`config.mk`:
```
export PLATFORM = sky130hd
export DESIGN_NAME = scc_ctrl
export DESIGN_NICKNAME = d
export VERILOG_FILES = /design/src/rtl/core/scc_pkg.sv /design/src/rtl/core/scc_ctrl.sv
export SDC_FILE = /design/constraint.sdc
export NUM_CORES = 1
export LEC_CHECK = 0
export ABC_CLOCK_PERIOD_IN_PS = 1600
export BUFFER_PORTS_ARGS = -buffer_cell sky130_fd_sc_hd__buf_4
export CAP_MARGIN = 10
export CELL_PAD_IN_SITES_DETAIL_PLACEMENT = 0
export CELL_PAD_IN_SITES_GLOBAL_PLACEMENT = 1
export CORE_MARGIN = 4
export CORE_UTILIZATION = 30
export CTS_BUF_LIST = sky130_fd_sc_hd__clkbuf_8 sky130_fd_sc_hd__clkbuf_16
export CTS_CLUSTER_DIAMETER = 100
export CTS_CLUSTER_SIZE = 40
export DETAILED_ROUTE_END_ITERATION = 16
export PLACE_DENSITY_LB_ADDON = 0.1
export REMOVE_ABC_BUFFERS = 1
export SLEW_MARGIN = 20
export SYNTH_ARGS = -nofsm -noshare
export SYNTH_HDL_FRONTEND = slang
export SYNTH_SLANG_ARGS = --single-unit
```
`constraint.sdc`:
```
create_clock -name clk -period 1.6 [get_ports clk]
set_input_delay 0.08 -clock clk [delete_from_list [all_inputs] [get_ports clk]]
set_output_delay 0.08 -clock clk [all_outputs]
set_load 0.01 [all_outputs]
```
`src/rtl/core/scc_pkg.sv`:
```
`default_nettype none
// ----------------------------------------------------------------------------
// scc_pkg
// Shared types and codes for the strongly connected components core.
// ----------------------------------------------------------------------------
package scc_pkg;

    typedef enum logic [1:0] {
        CMD_ADD   = 2'd0,
        CMD_RUN   = 2'd1,
        CMD_READ  = 2'd2,
        CMD_CLEAR = 2'd3
    } cmd_t;

    typedef enum logic [1:0] {
        STS_OK       = 2'd0,
        STS_FULL     = 2'd1,
        STS_RANGE    = 2'd2,
        STS_NOT_DONE = 2'd3
    } status_t;

    typedef enum logic [4:0] {
        ST_CLR_GRAPH,
        ST_IDLE,
        ST_ADD_RD,
        ST_ADD_WR,
        ST_ADD_LINK,
        ST_RD_REQ,
        ST_RD_DATA,
        ST_RUN_CLR,
        ST_OUT_RD,
        ST_OUT_CHK,
        ST_OPEN_RD,
        ST_OPEN_WR,
        ST_WALK,
        ST_EDGE,
        ST_TGT,
        ST_CLOSE_RD,
        ST_CLOSE_WR,
        ST_POP,
        ST_PARENT,
        ST_DONE
    } step_t;

    // controller to datapath
    typedef struct packed {
        step_t step;
        logic  accept;
        logic  load_out;
    } ctl_t;

    // datapath to controller
    typedef struct packed {
        cmd_t in_cmd;
        logic add_bad;
        logic add_full;
        logic not_done;
        logic rd_range;
        logic last_null;
        logic e_null;
        logic y_out;
        logic y_visited;
        logic is_root;
        logic pop_last;
        logic wd_last;
        logic i_last;
        logic sweep_last;
        logic gsweep_last;
        logic cur_visited;
        logic out_free;
    } sts_t;

endpackage
`default_nettype wire

```
`src/rtl/core/scc_ctrl.sv`:
```
`default_nettype none
// ----------------------------------------------------------------------------
// scc_ctrl
// Sequencer for edge loads, label reads, graph clears and the labelling walk.
// ----------------------------------------------------------------------------
module scc_ctrl (
    input  wire logic          clk,
    input  wire logic          rst_n,
    input  wire logic          in_valid,
    output logic               in_stall,
    input  wire scc_pkg::sts_t sts,
    output scc_pkg::ctl_t      ctl
);

    scc_pkg::step_t state_reg, state_next;
    logic           reply_reg, reply_next;

    always_ff @(posedge clk or negedge rst_n)
    begin
        if (!rst_n)
        begin
            state_reg <= scc_pkg::ST_CLR_GRAPH;
            reply_reg <= 1'b0;
        end
        else
        begin
            state_reg <= state_next;
            reply_reg <= reply_next;
        end
    end

    always_comb
    begin
        state_next   = state_reg;
        reply_next   = reply_reg;
        in_stall     = (state_reg != scc_pkg::ST_IDLE);
        ctl.step     = state_reg;
        ctl.accept   = (state_reg == scc_pkg::ST_IDLE) && in_valid;
        ctl.load_out = (state_reg == scc_pkg::ST_DONE) && sts.out_free;
        unique case (state_reg)
            scc_pkg::ST_IDLE:
            begin
                if (in_valid)
                begin
                    unique case (sts.in_cmd)
                        scc_pkg::CMD_ADD:
                            state_next = (sts.add_bad || sts.add_full) ?
                                         scc_pkg::ST_DONE : scc_pkg::ST_ADD_RD;
                        scc_pkg::CMD_RUN:
                            state_next = scc_pkg::ST_RUN_CLR;
                        scc_pkg::CMD_READ:
                            state_next = (sts.not_done || sts.rd_range) ?
                                         scc_pkg::ST_DONE : scc_pkg::ST_RD_REQ;
                        scc_pkg::CMD_CLEAR:
                        begin
                            state_next = scc_pkg::ST_CLR_GRAPH;
                            reply_next = 1'b1;
                        end
                        default: state_next = scc_pkg::ST_IDLE;
                    endcase
                end
            end
            scc_pkg::ST_CLR_GRAPH:
                if (sts.gsweep_last)
                    state_next = reply_reg ? scc_pkg::ST_DONE : scc_pkg::ST_IDLE;
            scc_pkg::ST_ADD_RD:   state_next = scc_pkg::ST_ADD_WR;
            scc_pkg::ST_ADD_WR:
                state_next = sts.last_null ? scc_pkg::ST_DONE : scc_pkg::ST_ADD_LINK;
            scc_pkg::ST_ADD_LINK: state_next = scc_pkg::ST_DONE;
            scc_pkg::ST_RD_REQ:   state_next = scc_pkg::ST_RD_DATA;
            scc_pkg::ST_RD_DATA:  state_next = scc_pkg::ST_DONE;
            scc_pkg::ST_RUN_CLR:
                if (sts.sweep_last)
                    state_next = scc_pkg::ST_OUT_RD;
            scc_pkg::ST_OUT_RD:   state_next = scc_pkg::ST_OUT_CHK;
            scc_pkg::ST_OUT_CHK:
            begin
                if (!sts.cur_visited)
                    state_next = scc_pkg::ST_OPEN_RD;
                else
                    state_next = sts.i_last ? scc_pkg::ST_DONE : scc_pkg::ST_OUT_RD;
            end
            scc_pkg::ST_OPEN_RD:  state_next = scc_pkg::ST_OPEN_WR;
            scc_pkg::ST_OPEN_WR:  state_next = scc_pkg::ST_WALK;
            scc_pkg::ST_WALK:
            begin
                if (!sts.e_null)
                    state_next = scc_pkg::ST_EDGE;
                else
                    state_next = sts.is_root ? scc_pkg::ST_CLOSE_RD : scc_pkg::ST_POP;
            end
            scc_pkg::ST_EDGE:
                state_next = sts.y_out ? scc_pkg::ST_WALK : scc_pkg::ST_TGT;
            scc_pkg::ST_TGT:
                state_next = sts.y_visited ? scc_pkg::ST_WALK : scc_pkg::ST_OPEN_RD;
            scc_pkg::ST_CLOSE_RD: state_next = scc_pkg::ST_CLOSE_WR;
            scc_pkg::ST_CLOSE_WR:
                state_next = sts.pop_last ? scc_pkg::ST_POP : scc_pkg::ST_CLOSE_RD;
            scc_pkg::ST_POP:
            begin
                if (!sts.wd_last)
                    state_next = scc_pkg::ST_PARENT;
                else
                    state_next = sts.i_last ? scc_pkg::ST_DONE : scc_pkg::ST_OUT_RD;
            end
            scc_pkg::ST_PARENT:   state_next = scc_pkg::ST_WALK;
            scc_pkg::ST_DONE:
                if (sts.out_free)
                    state_next = scc_pkg::ST_IDLE;
            default:              state_next = scc_pkg::ST_IDLE;
        endcase
    end

endmodule
`default_nettype wire

```
==> reports/results.tsv <==
metric	value	unit
sequential fraction of the synthesis area	0.188	
die area	0.00356	mm^2
cells after synthesis	110	
final WL	3.20	mm
H-tree depth	1	
Slew Limit Fails	0	
Site Rows	18	
Overall Global Routing Usage	0.187	
Port Buffer Count	28	
Core ar.	0.00252	mm^2
failing checks	negative setup slack	
Final HPWL DP	2.44	mm
DRT antenna net count	0	
period utilisation layout	1.06	
unrepaired setup endpoints after global routing	yes	
critical path fanouts, max	4	
top-level I/O count	29	
Final Core Density	0.566	
FF-to-FF path depth	5	
layout cells sized above 1	0.512	
Fmax achieved	0.592	GHz
HP Class	input pin to async pin	
LEAKAGE	0.657	nW
routed len/inst	16.2	um
Worst Tran Pin Value	0.390	ns
Max Cap Violations	0	
Post-Syn Area	801	um^2
Die X	59.7	um
Required @ worst endpoint	1.69	ns
Vias per Instance	5.71	
initial antenna violation count	0	
cell area power density	1670	mW/mm^2
routability cong.	0.904	
Async S/R FF share, synth	1.00	
Buf+Inv Stages, Crit Path	0	
synthesis warning total	0	
delay-heaviest family, CP	simple AND/OR/NAND/NOR gates	
number of synthesized flops with an enable pin	0	
global-route wire length before repair	5.19	mm
vias in the first global route	1098	
Reg power frac	0.124	
P_sw	1.05	mW
Setup Skew	0.00322	ns
Yosys reg bits	6	
Area growth syn-to-layout	78.3	%
CP Launch Type	flip-flop	
R2R Path End	state_reg[2]	
Comb power frac	0.782	
final hold vios	0	
count of final setup violators	5	
Fillers	240	
most common cell after layout, fill and taps aside	buf_4	
root buffer selected by CTS	clkbuf_8	
largest net degree at the start of global routing	11	
flop2flop setup slack	-0.09	ns
peak supply drop	0.00101	V
fin crit period	1.69	ns
part of the power in the clock network	0.094	
CTS tree	done	
Clock Tree Buf Depth	2	
Worst Path Arrival	1.78	ns
Max-slew headroom	0.740	
CP max stage delay	0.40	ns
most frequent cells in the layout	buf_4 (56), nor2_1 (8), inv_1 (5), nor2b_1 (5), a21oi_1 (5)	
worst-skew pair later-pin latency	0.22	ns
switch share	0.441	
via count	1130	
1st-pass router iterations	4	
fin nets	194	
number of DRC markers in iteration 0	36	
Synth Flop Type	dfrtp_1	
Internal	1.34	mW
Worst path slowest cell	or3_4	
Clock Sinks	6	
Critical Path End Type	flip-flop	
TritonCTS Buffers	3	
Setup CP Type	flip-flop to flip-flop	
Inserted Diodes	0	
status	complete, but fails checks	
Setup WS post-layout	-0.0896	ns
die height	59.7	um
CTS clk-pin slew, worst paths	0.04	ns
Mean Syn Cell Area	7.28	um^2
max FFs per register	5	
crit-path cells	or3b_4 > or3_4 > and2_4 > o211ai_4 > o21ai_2	
synth unique cells	41	
Starting Density	0.317	
grt total ovfl	0	
DRC	0	
Fin Setup TNS	-0.360	ns
reg2reg start	state_reg[2]	
worst max-delay path by stage:
| stage | startpoint | endpoint | slack (ns) | cells after the start |
|---|---|---|---|---|
| after global routing | state_reg[2] | state_reg[2] | -0.16 | 7 |
| after global placement | state_reg[0] | state_reg[0] | -0.09 | 5 |
| after CTS | state_reg[2] | state_reg[2] | -0.06 | 5 |
| after floorplan | state_reg[4] | state_reg[1] | -0.24 | 5 |
| after detailed placement | state_reg[4] | state_reg[4] | -0.09 | 5 |
| final | state_reg[2] | state_reg[2] | -0.09 | 5 |
cell type report:
type | count | area, um^2 | share of cell area
multi-input cells | 93 | 692 | 0.485
repair buffers | 60 | 482 | 0.337
flip-flops and latches | 6 | 153 | 0.107
clock buffers | 3 | 41.3 | 0.0289
well taps | 30 | 37.5 | 0.0263
inverters | 6 | 22.5 | 0.0158
worst register-to-register path, stage by stage (launching register included):
cell      delay (ns)
dfrtp_1         0.39
or3b_4          0.38
or3_4           0.40
and2_4          0.17
o211ai_4        0.13
o21ai_2         0.09
Yosys cell counts, types with 2 or more instances:
library cell	instances	area, um^2
clkbuf_1	5	18.8
or2_2	2	12.5
o211a_1	3	30.0
nor3_1	2	10.0
inv_1	6	22.5
nor3b_1	3	22.5
o22ai_1	3	18.8
o21ai_0	6	30.0
nor2_1	9	33.8
nor2b_1	5	31.3
nand2b_1	5	31.3
o311ai_0	2	17.5
nand2_1	5	18.8
nand4_1	2	12.5
nor4_1	3	18.8
o2111ai_1	2	17.5
ha_1	3	37.5
nand3_1	3	15.0
o31ai_1	2	15.0
dfrtp_1	6	150
o21a_1	2	15.0
a31oi_1	4	25.0
a21oi_1	8	40.0
nand3b_1	2	15.0
stage by stage:
step | hold slack (ns) | cell area [um^2] | worst slack, ns | std cells | power, mW
3_3_place_gp | -0.111 | 1260 | -0.0949 | 191 | 1.86
3_5_place_dp | -0.110 | 1260 | -0.0872 | 191 | 1.85
4_1_cts | 0.155 | 1340 | -0.0647 | 196 | 2.15
5_1_grt | 0.207 | 1430 | -0.158 | 198 | 2.57
2_1_floorplan | -0.216 | 782 | -0.243 | 105 | 1.01
6_report | 0.204 | 1430 | -0.0896 | 198 | 2.39
layer usage:
metal,part of all wire,up-vias,track usage
li1,-,544,-
met1,0.44,544,0.264
met2,0.49,40,0.302
met3,0.068,2,0.0324
met4,0.0019,0,0.0285
met5,0,-,0
repair_timing:
item                                    in CTS  in global routing
buffers inserted                             1                  2
endpoints found under the hold margin        6                  0
endpoints found under the setup margin       5                  8
gates resized for setup                      5                 21
hold buffers                                 1                  0
pin swaps                                    4                  5
logic make-up (layout without fill, tap and decap cells):
logic type / Yosys count / in the layout / share of synthesized area
adders and majority gates: 3 / 3 / 0.0469
DFF: 6 / 6 / 0.187
and+or+nand+nor: 49 / 49 / 0.355
AOI/OAI and AO/OA: 41 / 41 / 0.359
buffers and inverters: 11 / 69 / 0.0516
power by group through the flow:
stage / Sequential [mW] / Clock, mW / Combinational, mW
after floorplan: 0.384 / 0 / 0.628
after global placement: 0.293 / 0 / 1.57
after detailed placement: 0.293 / 0 / 1.56
after CTS: 0.287 / 0.231 / 1.63
after global routing: 0.308 / 0.242 / 2.02
final: 0.296 / 0.225 / 1.87
Power figures use the tool's default switching activity.
